[src/sv/vpfa_pkg.sv]
// Shared types and constants for the video payload frame assembly unit.
package vpfa_pkg;

    localparam int LEN_W   = 24;
    localparam int PLEN_W  = 16;
    localparam int HDR_W   = 8;
    localparam int CODE_W  = 3;
    localparam int COUNT_W = 32;
    localparam int CFG_IDX_W = 2;
    localparam int QUEUE_DEPTH = 2;
    localparam int QUEUE_PTR_W = 1;
    localparam int QUEUE_CNT_W = 2;

    localparam logic [CODE_W-1:0] ST_SKIPPED  = 3'd0;
    localparam logic [CODE_W-1:0] ST_TAKEN    = 3'd1;
    localparam logic [CODE_W-1:0] ST_WHOLE    = 3'd2;
    localparam logic [CODE_W-1:0] ST_BEFORE   = 3'd3;
    localparam logic [CODE_W-1:0] ST_RELEASED = 3'd4;

    localparam logic [CFG_IDX_W-1:0] CFG_BUFFER_CAPACITY = 2'd0;
    localparam logic [CFG_IDX_W-1:0] CFG_EXPECTED_LENGTH = 2'd1;

    localparam logic [HDR_W-1:0] HEADER_MIN = 8'd2;
    localparam int FLAG_TOGGLE_BIT = 0;
    localparam int FLAG_EOF_BIT    = 1;
    localparam int FLAG_ERROR_BIT  = 6;

    typedef enum logic [1:0] {
        KIND_PAYLOAD = 2'd0,
        KIND_SHORT   = 2'd1,
        KIND_BAD_HDR = 2'd2,
        KIND_RELEASE = 2'd3
    } kind_t;

    typedef struct packed {
        kind_t              kind;
        logic               toggle;
        logic               eof;
        logic               error;
        logic [PLEN_W-1:0]  data_len;
    } item_t;

endpackage

[src/sv/video_payload_frame_assembly_unit.sv]
// Top level of the video payload frame assembly unit.
// The unit takes one transaction per clock cycle while its queue is not full, either a payload
// header or a release command, and returns one result transaction for each, in order. A
// transaction passes through the classifying front end into a two-entry queue, and the back end
// updates the frame state and loads the result register in the cycle it leaves the queue. The
// frame state update in the back end sets the sustained rate of one transaction per cycle
// whilst the result side keeps taking results.
// Configuration writes are always accepted and take effect on the next cycle.
module video_payload_frame_assembly_unit #(
    parameter int LENGTH_BITS = 24
) (
    input  logic                           aclk,
    input  logic                           aresetn,
    input  logic                           cfg_valid,
    output logic                           cfg_ready,
    input  logic [vpfa_pkg::CFG_IDX_W-1:0] cfg_index,
    input  logic [vpfa_pkg::LEN_W-1:0]     cfg_data,
    input  logic                           s_valid,
    output logic                           s_ready,
    input  logic                           s_command,
    input  logic [vpfa_pkg::HDR_W-1:0]     s_header_len,
    input  logic [vpfa_pkg::HDR_W-1:0]     s_header_flags,
    input  logic [vpfa_pkg::PLEN_W-1:0]    s_payload_len,
    output logic                           m_valid,
    input  logic                           m_ready,
    output logic [vpfa_pkg::CODE_W-1:0]    m_step_code,
    output logic                           m_copy_enable,
    output logic [vpfa_pkg::LEN_W-1:0]     m_copy_offset,
    output logic [vpfa_pkg::PLEN_W-1:0]    m_copy_count,
    output logic [vpfa_pkg::LEN_W-1:0]     m_frame_bytes,
    output logic [vpfa_pkg::COUNT_W-1:0]   m_whole_total,
    output logic [vpfa_pkg::COUNT_W-1:0]   m_dropped_total
);
    import vpfa_pkg::*;

    item_t front_item;
    item_t q_item;
    logic  q_full;
    logic  q_not_empty;
    logic  q_pop;

    assign s_ready = !q_full;

    vpfa_front u_front (
        .s_command      (s_command),
        .s_header_len   (s_header_len),
        .s_header_flags (s_header_flags),
        .s_payload_len  (s_payload_len),
        .item           (front_item)
    );

    vpfa_queue u_queue (
        .aclk      (aclk),
        .aresetn   (aresetn),
        .push      (s_valid),
        .push_item (front_item),
        .full      (q_full),
        .pop       (q_pop),
        .not_empty (q_not_empty),
        .pop_item  (q_item)
    );

    vpfa_back #(
        .LENGTH_BITS (LENGTH_BITS)
    ) u_back (
        .aclk            (aclk),
        .aresetn         (aresetn),
        .cfg_valid       (cfg_valid),
        .cfg_ready       (cfg_ready),
        .cfg_index       (cfg_index),
        .cfg_data        (cfg_data),
        .q_not_empty     (q_not_empty),
        .q_item          (q_item),
        .q_pop           (q_pop),
        .m_valid         (m_valid),
        .m_ready         (m_ready),
        .m_step_code     (m_step_code),
        .m_copy_enable   (m_copy_enable),
        .m_copy_offset   (m_copy_offset),
        .m_copy_count    (m_copy_count),
        .m_frame_bytes   (m_frame_bytes),
        .m_whole_total   (m_whole_total),
        .m_dropped_total (m_dropped_total)
    );

endmodule

[src/sv/vpfa_front.sv]
// Front end: classifies each incoming transaction before it is queued.
module vpfa_front (
    input  logic                        s_command,
    input  logic [vpfa_pkg::HDR_W-1:0]  s_header_len,
    input  logic [vpfa_pkg::HDR_W-1:0]  s_header_flags,
    input  logic [vpfa_pkg::PLEN_W-1:0] s_payload_len,
    output vpfa_pkg::item_t             item
);
    import vpfa_pkg::*;

    logic short_len;
    logic bad_hdr;

    assign short_len = s_payload_len < PLEN_W'(HEADER_MIN);
    assign bad_hdr   = (s_header_len < HEADER_MIN) ||
                       (PLEN_W'(s_header_len) > s_payload_len);

    always_comb begin
        item.toggle   = s_header_flags[FLAG_TOGGLE_BIT];
        item.eof      = s_header_flags[FLAG_EOF_BIT];
        item.error    = s_header_flags[FLAG_ERROR_BIT];
        item.data_len = s_payload_len - PLEN_W'(s_header_len);
        if (s_command) begin
            item.kind = KIND_RELEASE;
        end else if (short_len) begin
            item.kind = KIND_SHORT;
        end else if (bad_hdr) begin
            item.kind = KIND_BAD_HDR;
        end else begin
            item.kind = KIND_PAYLOAD;
        end
    end

endmodule

[src/sv/vpfa_queue.sv]
// Two-entry queue of classified transactions between the front and back ends.
module vpfa_queue (
    input  logic            aclk,
    input  logic            aresetn,
    input  logic            push,
    input  vpfa_pkg::item_t push_item,
    output logic            full,
    input  logic            pop,
    output logic            not_empty,
    output vpfa_pkg::item_t pop_item
);
    import vpfa_pkg::*;

    item_t                  entry_reg [QUEUE_DEPTH];
    logic [QUEUE_PTR_W-1:0] wr_ptr_reg;
    logic [QUEUE_PTR_W-1:0] wr_ptr_next;
    logic [QUEUE_PTR_W-1:0] rd_ptr_reg;
    logic [QUEUE_PTR_W-1:0] rd_ptr_next;
    logic [QUEUE_CNT_W-1:0] count_reg;
    logic [QUEUE_CNT_W-1:0] count_next;
    logic                   do_push;
    logic                   do_pop;

    assign full      = count_reg == QUEUE_CNT_W'(QUEUE_DEPTH);
    assign not_empty = count_reg != '0;
    assign pop_item  = entry_reg[rd_ptr_reg];
    assign do_push   = push && !full;
    assign do_pop    = pop && not_empty;

    always_comb begin
        wr_ptr_next = do_push ? wr_ptr_reg + 1'b1 : wr_ptr_reg;
        rd_ptr_next = do_pop ? rd_ptr_reg + 1'b1 : rd_ptr_reg;
        count_next  = count_reg;
        if (do_push && !do_pop) begin
            count_next = count_reg + 1'b1;
        end else if (do_pop && !do_push) begin
            count_next = count_reg - 1'b1;
        end
    end

    always_ff @(posedge aclk) begin
        if (!aresetn) begin
            wr_ptr_reg <= '0;
            rd_ptr_reg <= '0;
            count_reg  <= '0;
        end else begin
            wr_ptr_reg <= wr_ptr_next;
            rd_ptr_reg <= rd_ptr_next;
            count_reg  <= count_next;
        end
    end

    always_ff @(posedge aclk) begin
        if (do_push) begin
            entry_reg[wr_ptr_reg] <= push_item;
        end
    end

endmodule

[src/sv/vpfa_back.sv]
// Back end: frame state, configuration registers and the registered result.
module vpfa_back #(
    parameter int LENGTH_BITS = 24
) (
    input  logic                           aclk,
    input  logic                           aresetn,
    input  logic                           cfg_valid,
    output logic                           cfg_ready,
    input  logic [vpfa_pkg::CFG_IDX_W-1:0] cfg_index,
    input  logic [vpfa_pkg::LEN_W-1:0]     cfg_data,
    input  logic                           q_not_empty,
    input  vpfa_pkg::item_t                q_item,
    output logic                           q_pop,
    output logic                           m_valid,
    input  logic                           m_ready,
    output logic [vpfa_pkg::CODE_W-1:0]    m_step_code,
    output logic                           m_copy_enable,
    output logic [vpfa_pkg::LEN_W-1:0]     m_copy_offset,
    output logic [vpfa_pkg::PLEN_W-1:0]    m_copy_count,
    output logic [vpfa_pkg::LEN_W-1:0]     m_frame_bytes,
    output logic [vpfa_pkg::COUNT_W-1:0]   m_whole_total,
    output logic [vpfa_pkg::COUNT_W-1:0]   m_dropped_total
);
    import vpfa_pkg::*;

    localparam logic [32:0] LEN_MAX = (33'd1 << LENGTH_BITS) - 33'd1;

    logic [LEN_W-1:0]   capacity_reg;
    logic [LEN_W-1:0]   expected_reg;
    logic [LEN_W-1:0]   held_reg;
    logic [LEN_W-1:0]   held_next;
    logic               broken_reg;
    logic               broken_next;
    logic               last_toggle_reg;
    logic               last_toggle_next;
    logic               toggle_valid_reg;
    logic               toggle_valid_next;
    logic               synced_reg;
    logic               synced_next;
    logic [COUNT_W-1:0] whole_reg;
    logic [COUNT_W-1:0] whole_next;
    logic [COUNT_W-1:0] dropped_reg;
    logic [COUNT_W-1:0] dropped_next;
    logic               out_valid_reg;
    logic [CODE_W-1:0]  code_reg;
    logic [CODE_W-1:0]  code_next;
    logic               cen_reg;
    logic               cen_next;
    logic [LEN_W-1:0]   coff_reg;
    logic [LEN_W-1:0]   coff_next;
    logic [PLEN_W-1:0]  ccnt_reg;
    logic [PLEN_W-1:0]  ccnt_next;
    logic [32:0]        limit;
    logic [LEN_W:0]     end_len;
    logic               toggle_change;
    logic               done;

    function automatic logic keepable(input logic [LEN_W-1:0] len, input logic brk,
                                      input logic [LEN_W-1:0] expected);
        return (len != '0) && !brk && ((expected == '0) || (len == expected));
    endfunction

    assign cfg_ready = 1'b1;
    assign q_pop     = q_not_empty && (!out_valid_reg || m_ready);

    assign m_valid         = out_valid_reg;
    assign m_step_code     = code_reg;
    assign m_copy_enable   = cen_reg;
    assign m_copy_offset   = coff_reg;
    assign m_copy_count    = ccnt_reg;
    assign m_frame_bytes   = held_reg;
    assign m_whole_total   = whole_reg;
    assign m_dropped_total = dropped_reg;

    assign limit = ({9'd0, capacity_reg} < LEN_MAX) ? {9'd0, capacity_reg} : LEN_MAX;
    assign toggle_change = toggle_valid_reg && (q_item.toggle != last_toggle_reg);

    always_comb begin
        held_next         = held_reg;
        broken_next       = broken_reg;
        last_toggle_next  = last_toggle_reg;
        toggle_valid_next = toggle_valid_reg;
        synced_next       = synced_reg;
        whole_next        = whole_reg;
        dropped_next      = dropped_reg;
        code_next         = ST_TAKEN;
        cen_next          = 1'b0;
        coff_next         = '0;
        ccnt_next         = '0;
        end_len           = '0;
        done              = 1'b0;
        case (q_item.kind)
            KIND_RELEASE: begin
                held_next         = '0;
                broken_next       = 1'b0;
                toggle_valid_next = 1'b0;
                code_next         = ST_RELEASED;
            end
            KIND_SHORT: begin
                code_next = ST_SKIPPED;
            end
            KIND_BAD_HDR: begin
                if (held_reg != '0) begin
                    broken_next = 1'b1;
                end
                code_next = ST_SKIPPED;
            end
            KIND_PAYLOAD: begin
                if (!synced_reg) begin
                    if (toggle_change) begin
                        synced_next = 1'b1;
                    end else begin
                        if (q_item.eof) begin
                            toggle_valid_next = 1'b0;
                            synced_next       = 1'b1;
                        end else begin
                            toggle_valid_next = 1'b1;
                            last_toggle_next  = q_item.toggle;
                        end
                        code_next = ST_SKIPPED;
                        done      = 1'b1;
                    end
                end
                if (!done && toggle_change) begin
                    if (keepable(held_reg, broken_reg, expected_reg)) begin
                        whole_next = whole_reg + 1'b1;
                        code_next  = ST_BEFORE;
                        done       = 1'b1;
                    end else begin
                        if ((held_reg != '0) || broken_reg) begin
                            dropped_next = dropped_reg + 1'b1;
                        end
                        held_next   = '0;
                        broken_next = 1'b0;
                    end
                end
                if (!done) begin
                    last_toggle_next  = q_item.toggle;
                    toggle_valid_next = 1'b1;
                    if (q_item.error) begin
                        broken_next = 1'b1;
                    end
                    if (q_item.data_len != '0) begin
                        end_len = {1'b0, held_next} + (LEN_W + 1)'(q_item.data_len);
                        if ({8'd0, end_len} > limit) begin
                            broken_next = 1'b1;
                        end else if (!broken_next) begin
                            cen_next  = 1'b1;
                            coff_next = held_next;
                            ccnt_next = q_item.data_len;
                            held_next = end_len[LEN_W-1:0];
                        end
                    end
                    if (q_item.eof) begin
                        if (keepable(held_next, broken_next, expected_reg)) begin
                            whole_next = whole_next + 1'b1;
                            code_next  = ST_WHOLE;
                        end else begin
                            if ((held_next != '0) || broken_next) begin
                                dropped_next = dropped_next + 1'b1;
                            end
                            held_next         = '0;
                            broken_next       = 1'b0;
                            toggle_valid_next = 1'b0;
                        end
                    end
                end
            end
            default: begin
                code_next = ST_SKIPPED;
            end
        endcase
    end

    always_ff @(posedge aclk) begin
        if (!aresetn) begin
            capacity_reg     <= '0;
            expected_reg     <= '0;
            held_reg         <= '0;
            broken_reg       <= 1'b0;
            last_toggle_reg  <= 1'b0;
            toggle_valid_reg <= 1'b0;
            synced_reg       <= 1'b0;
            whole_reg        <= '0;
            dropped_reg      <= '0;
            out_valid_reg    <= 1'b0;
        end else begin
            if (cfg_valid && cfg_index == CFG_BUFFER_CAPACITY) begin
                capacity_reg <= cfg_data;
            end
            if (cfg_valid && cfg_index == CFG_EXPECTED_LENGTH) begin
                expected_reg <= cfg_data;
            end
            if (q_pop) begin
                held_reg         <= held_next;
                broken_reg       <= broken_next;
                last_toggle_reg  <= last_toggle_next;
                toggle_valid_reg <= toggle_valid_next;
                synced_reg       <= synced_next;
                whole_reg        <= whole_next;
                dropped_reg      <= dropped_next;
                out_valid_reg    <= 1'b1;
            end else if (m_ready) begin
                out_valid_reg <= 1'b0;
            end
        end
    end

    always_ff @(posedge aclk) begin
        if (q_pop) begin
            code_reg <= code_next;
            cen_reg  <= cen_next;
            coff_reg <= coff_next;
            ccnt_reg <= ccnt_next;
        end
    end

endmodule

[config.mk]
export PLATFORM = sky130hd
export DESIGN_NAME = video_payload_frame_assembly_unit
export DESIGN_NICKNAME = d
export VERILOG_FILES = /design/src/sv/vpfa_pkg.sv /design/src/sv/video_payload_frame_assembly_unit.sv /design/src/sv/vpfa_front.sv /design/src/sv/vpfa_queue.sv /design/src/sv/vpfa_back.sv
export SDC_FILE = /design/constraint.sdc
export NUM_CORES = 1
export LEC_CHECK = 0
export ABC_CLOCK_PERIOD_IN_PS = 8300
export BUFFER_PORTS_ARGS = -buffer_cell sky130_fd_sc_hd__buf_2
export CAP_MARGIN = 20
export CORE_ASPECT_RATIO = 0.8
export CORE_UTILIZATION = 54
export CTS_BUF_LIST = sky130_fd_sc_hd__clkbuf_4 sky130_fd_sc_hd__clkbuf_8 sky130_fd_sc_hd__clkbuf_16
export DETAILED_ROUTE_END_ITERATION = 6
export PLACE_DENSITY = 0.78
export REMOVE_ABC_BUFFERS = 1
export SYNTH_ARGS = -nofsm -noshare
export SYNTH_HDL_FRONTEND = slang
export SYNTH_SLANG_ARGS = --single-unit
[constraint.sdc]
create_clock -name aclk -period 8.3 [get_ports aclk]
set_input_delay 0 -clock aclk [delete_from_list [all_inputs] [get_ports aclk]]
set_output_delay 0 -clock aclk [all_outputs]
set_load 0.02 [all_outputs]
# Word level (Yosys, flattened, before mapping)
# Memory sizes are Yosys's and may differ from the RTL's. A register that Yosys moved wholly into a read port is not among the register bits.
# Cells that the tools add are included.
[word_totals]
output_inout_bits = 135
reg_bits = 189
ramBits = 42
in_bits = 64
word_cells = 175
memories = 1
[mem_list]
columns = ["name", "depth", "width", "read_ports", "rd_ports_with_merged_regs", "write_ports", "line_no", "source"]
rows = [
  ["u_queue.entry_reg", 2, 21, 1, 1, 1, "vpfa_queue.sv:14", "item_t entry_reg [QUEUE_DEPTH];"],
]
[op_classes]
reduce_logical = 45
order_cmp = 5
n_bitwise = 2
addsub = 10
eq_ne = 14
mux = 81
[op_table]
columns = ["op", "count"]
rows = [
  ["$mux 32", 14],
  ["$mux 24", 12],
  ["$add 32x1->32 const B", 4],
  ["$eq 24x24->1", 2],
  ["$pmux 24 s2", 1],
  ["$reduce_bool 24->1", 2],
  ["$mux 1", 40],
  ["$gt 25x33->1", 1],
  ["$add 24x16->25", 1],
  ["$logic_not 24->1", 1],
  ["$lt 24x24->1 const B", 1],
  ["$mux 3", 6],
  ["$gt 8x16->1", 1],
  ["$lt 16x2->1 const B", 1],
  ["$reduce_bool 16->1", 1],
  ["$sub 16x8->16", 1],
  ["$logic_and 1x1->1", 13],
  ["$mux 2", 5],
  ["$pmux 3 s3", 1],
  ["$lt 8x2->1 const B", 1],
  ["$reduce_bool 2->1", 4],
  ["$logic_not 1->1", 7],
  ["$eq 2x2->1 const B", 3],
  ["$logic_or 1x1->1", 6],
  ["20 further kinds", 28],
]

# Logic depth before layout (Yosys ltp)
[logic_depth]
depth_word = 23
ltp_mapped = 36
mapped_depth_nobuf = 28

# By module
# Synthesis repeated with hierarchy kept, for this count alone.
[hier_totals]
hier_cells = 1995
hier_area_um2 = 16214.3
[by_module_without_submodules]
columns = ["mod", "cells_per_inst", "seq_area_each_um2", "n_inst", "area_per_inst_um2"]
rows = [
  ["vpfa_back", 1817, 4144.0, 1, 13869.6],
  ["vpfa_queue", 90, 1361.3, 1, 1744.2],
  ["vpfa_front", 87, 0.0, 1, 596.8],
  ["video_payload_frame_assembly_unit", 1, 0.0, 1, 3.8],
]

# Least setup slack after synthesis
# No wires, ideal clock.
[synth_path]
path_kind = "reg2reg"
startpoint = "reg u_back.held_reg[18], in the netlist u_back.m_frame_bytes[18]"
endpoint = "reg u_back.dropped_reg[2], in the netlist u_back.m_dropped_total[2]"
setup_slack_ns = 0.382
synth_period_minus_slack_ns = 7.918
setup_ns = 0.137
path_buffers = 6
t_arrival_ns = 7.781
t_required_ns = 8.163
path_stages_with_launch = 35
cell_sequence = "dfxtp_1 buf_2 nor4_1 nand4_1 o21bai_4 nand2_2 nand2_1 clkbuf_1 clkbuf_1 buf_1 nor2_1 ha_1 and3_1 a221oi_2 or3_1 a21o_1 a211oi_1 xnor2_1 nor2_1 ha_1 a21o_1 a21oi_1 o21ai_0 a211o_1 a21o_2 or3_1 buf_2 mux2_2 nand4b_1 or4b_4 o21a_4 o21ai_4 buf_6 mux2i_1 o2111ai_1"
[synth_via]
elab_chain_cells = 19
elab_cells_between_ends = 44
classes_between = "add/sub (2); order compare (1); eq/ne (2); mux (28); reduce/logical (11)"
[synth_rtl]
columns = ["element", "line_no", "source"]
rows = [
  ["start: declaration", "vpfa_back.sv:30", "logic [LEN_W-1:0] held_reg;"],
  ["start signal: assignment", "vpfa_back.sv:195", "held_reg <= held_next;"],
  ["branches (longest 18 deep; another with $gt 25x33->1)", "n/a", ""],
  ["$mux 32 (*)", "vpfa_back.sv:137", "if (!done) begin"],
  ["end signal: assignment", "vpfa_back.sv:201", "dropped_reg <= dropped_next;"],
  ["end: declaration", "vpfa_back.sv:42", "logic [COUNT_W-1:0] dropped_reg;"],
]
# Every way passes the cells marked *. The select of a mux whose other input is x is not followed.
# A chain may end at the register's enable or synchronous reset.

# Worst setup path after layout
[layout_path]
startpoint = "reg u_back.held_reg[22], in the netlist u_back.m_frame_bytes[22]"
endpoint = "reg u_back.dropped_reg[4], in the netlist u_back.m_dropped_total[4]"
# The elaborated chain is that of the path after synthesis.

==> impl_metrics.tcl <==
set metrics [dict create \
    clk_pin_slew_worst_paths_ns 0.07 \
    layout_worst_path_cycle_share 0.967 \
    worst_slack_ns 0.277 \
    irDropWorstVdd_mv 0.221 \
    worst_hold_startpoint "s_header_len[1]" \
    tns_ns 0 \
    crit_arrival_ns 8.44 \
    maxSlewViolCount 0 \
    drcViolationCount 0 \
    fin_worst_skew_ns 0.0320 \
    leakage_uw 0.00785 \
    die_height_um 157 \
    cpPeakStageDelay_ns 0.58 \
    cp-end-kind "flop" \
    gr-total-overflow 0 \
    first_global_vias 15200 \
    hold_ws_ns 0.0179 \
    syn_to_final_growth_pct 20.7 \
    insertedDiodeCount 0 \
    synth_flop_type "dfxtp_1" \
    startpoint_type "flop" \
    timing.hold.worst.class "input pin to flop" \
    ys_seq_area_frac 0.340 \
    placeableCoreArea_mm2 0.0294 \
    detail_route.wl_per_cell_um 21.1 \
    netlist-cell-type-count 106 \
    synth_cells 1981 \
    synthDominantAreaCellType "dfxtp_1" \
    path_class "flop to flop" \
    layoutNonFillerInstCount 2639 \
    die-area_mm2 0.0307 \
    clkSinkCount 232 \
    grt_first_pass_wirelength_um 84800 \
    io-pin-count 199 \
    clock_latency_ns 0.56 \
    synth.top_cell.area_share 0.180 \
    max-slew-margin-rel 0.283 \
    layout_nets 2365 \
    syn_area_mm2 0.0162 \
    nFillCells 2473 \
    cts_buffer_depth 3 \
    floorplan.rows 56 \
    maximum_number_of_pins_on_one_net_before_global_route_repair 80 \
    worst_r2r_startpoint "u_back.m_frame_bytes[22]$_SDFFE_PN0P_" \
    ys_seq_elements 232 \
    detail_route.wirelength_um 55600 \
    leading_cell_types_by_total_area_after_synthesis "dfxtp_1, edfxtp_1, nand2_1" \
    fmaxAchievable_mhz 125 \
    number_of_warning_messages_in_the_yosys_log 0 \
    pre_cts_ws_ns 0.228 \
    detail_route.first_pass.iterations 5 \
    finalWeightedCongestion 0.990 \
    number_of_antenna_violations_at_the_first_check_in_global_routing 0 \
    synth_edf_count 86 \
    cp_common_cell "buf_4" \
    synth_most_common_cell "nand2_1" \
    placement.io_buffers 192 \
    critical_path.slowest_cell "dfxtp_1" \
    cts_root_buffer "clkbuf_16" \
    crit_start "u_back.m_frame_bytes[22]$_SDFFE_PN0P_" \
    maxCapViolCount 0 \
    grt_usage 0.350 \
    htree_num_levels 1 \
    timing.final.hold_violations 0 \
    finalSetupViolCount 0 \
    critical_path_required_time_ns 8.71 \
    timing.critical_path.fanout_max 16 \
    post_synth_most_frequent_cells "nand2_1, dfxtp_1, nor2_1" \
    rsz0062_at_grt "true" \
    final.min_clock_period_ns 8.02 \
    ant_nets 0 \
    fp.dieW_um 196 \
    dp_hpwl_um 39900 \
    drive_gt1_frac 0.183 \
    asyncSetResetFlopFracSynth 0 \
    cts_tree "yes" \
    run_status "finished clean" \
    dp.cells 2524 \
    drt_iter0_drc 1951 \
    cts_made_buffers 26 \
    power.density_mw_per_mm2 205 \
    largest_reg_flops 42 \
    timing_worst_slew_pin_value_ns 1.07 \
    synth.avg_cell_area_um2 8.18 \
    initial_core_util 0.551 \
    detailroute.via_count 16900 \
    route.detailed.vias_per_inst 6.39 \
]
what timing repair did:
item	4_1_cts	5_1_grt
gates resized for setup	0	17
hold buffers	63	0
endpoints found under the hold margin	98	0
endpoints found under the setup margin	0	91
buffers inserted	0	4
routing by layer:
metal,global-route usage,vias to the layer above,share of wire
met1,0.512,7933,0.44
met4,0.0949,0,0.030
met3,0.0559,134,0.10
li1,-,7821,-
met5,0,-,0
met2,0.532,985,0.42
power breakdown:
group,switching [uW],internal (uW)
logic,855,420
clock network,502,799
registers,71.6,1370
path summary, 6_finish.rpt:
kind	endpoint	slack [ns]	depth (start not counted)
setup reg to reg	u_back.m_dropped_total[4]$_SDFFE_PN0P_	0.28	32
hold / removal	u_queue.entry_reg[1][1]$_DFFE_PP_	0.02	3
setup / recovery	u_back.m_dropped_total[4]$_SDFFE_PN0P_	0.28	32
hold reg to reg	u_back.capacity_reg[10]$_SDFFE_PN0P_	0.46	2
layout make-up:
cell class	instances	area [um^2]	area share
multi-input combinational	1541	9940	0.508
sequential	232	5510	0.282
inverter	86	323	0.0165
clock buffer	33	757	0.0387
tap	377	472	0.0241
clock inverter	15	206	0.0105
timing repair buffer	355	2360	0.120
cells by family after synthesis:
group / after synthesis / share of synthesized area
fa+ha+maj: 59 / 0.0465
simple gates: 882 / 0.278
compound gates: 435 / 0.189
xor+xnor: 106 / 0.0573
flops: 232 / 0.340
buf+inv: 208 / 0.0512
other cells: 1 / 0.000231
mux: 58 / 0.0379
cell usage in the layout (no fill, tap or decap), types with 17 or more instances in the layout:
master         instances
nand2_1              274
buf_2                191
dfxtp_1              141
nor2_1               121
a21oi_1              120
buf_4                100
edfxtp_1              86
inv_1                 84
nand3_1               83
nor3_1                64
dlygate4sd3_1         63
nand4_1               57
ha_1                  57
and3_1                55
xnor2_1               54
o21ai_0               54
xor2_1                52
mux2i_1               40
nor4_1                37
and2_1                37
nand2b_1              34
or3_1                 28
clkbuf_16             28
a21o_1                26
a31oi_1               23
o211ai_1              22
o2111ai_1             20
mux2_2                17
metrics by stage:
stage | utilization | instance area (um^2) | total power (uW)
after floorplan | - | 15700 | 2190
after global placement | 0.608 | 17900 | 2630
after detailed placement | 0.608 | 17900 | 2660
after CTS | 0.662 | 19500 | 3970
after global routing | 0.665 | 19600 | 4160
final | 0.665 | 19600 | 4020
critical path: cells and delay by family, from the launching register on:
family                     cells  cell delay (ns)
AOI/OAI and AO/OA             10             2.67
xor gates and xnor gates       2             0.29
adders and majority gates      2             0.59
buffers and inverters          5             1.01
DFF                            1             0.58
and+or+nand+nor               13             2.70
No activity file was read; power rests on OpenSTA's default activity.
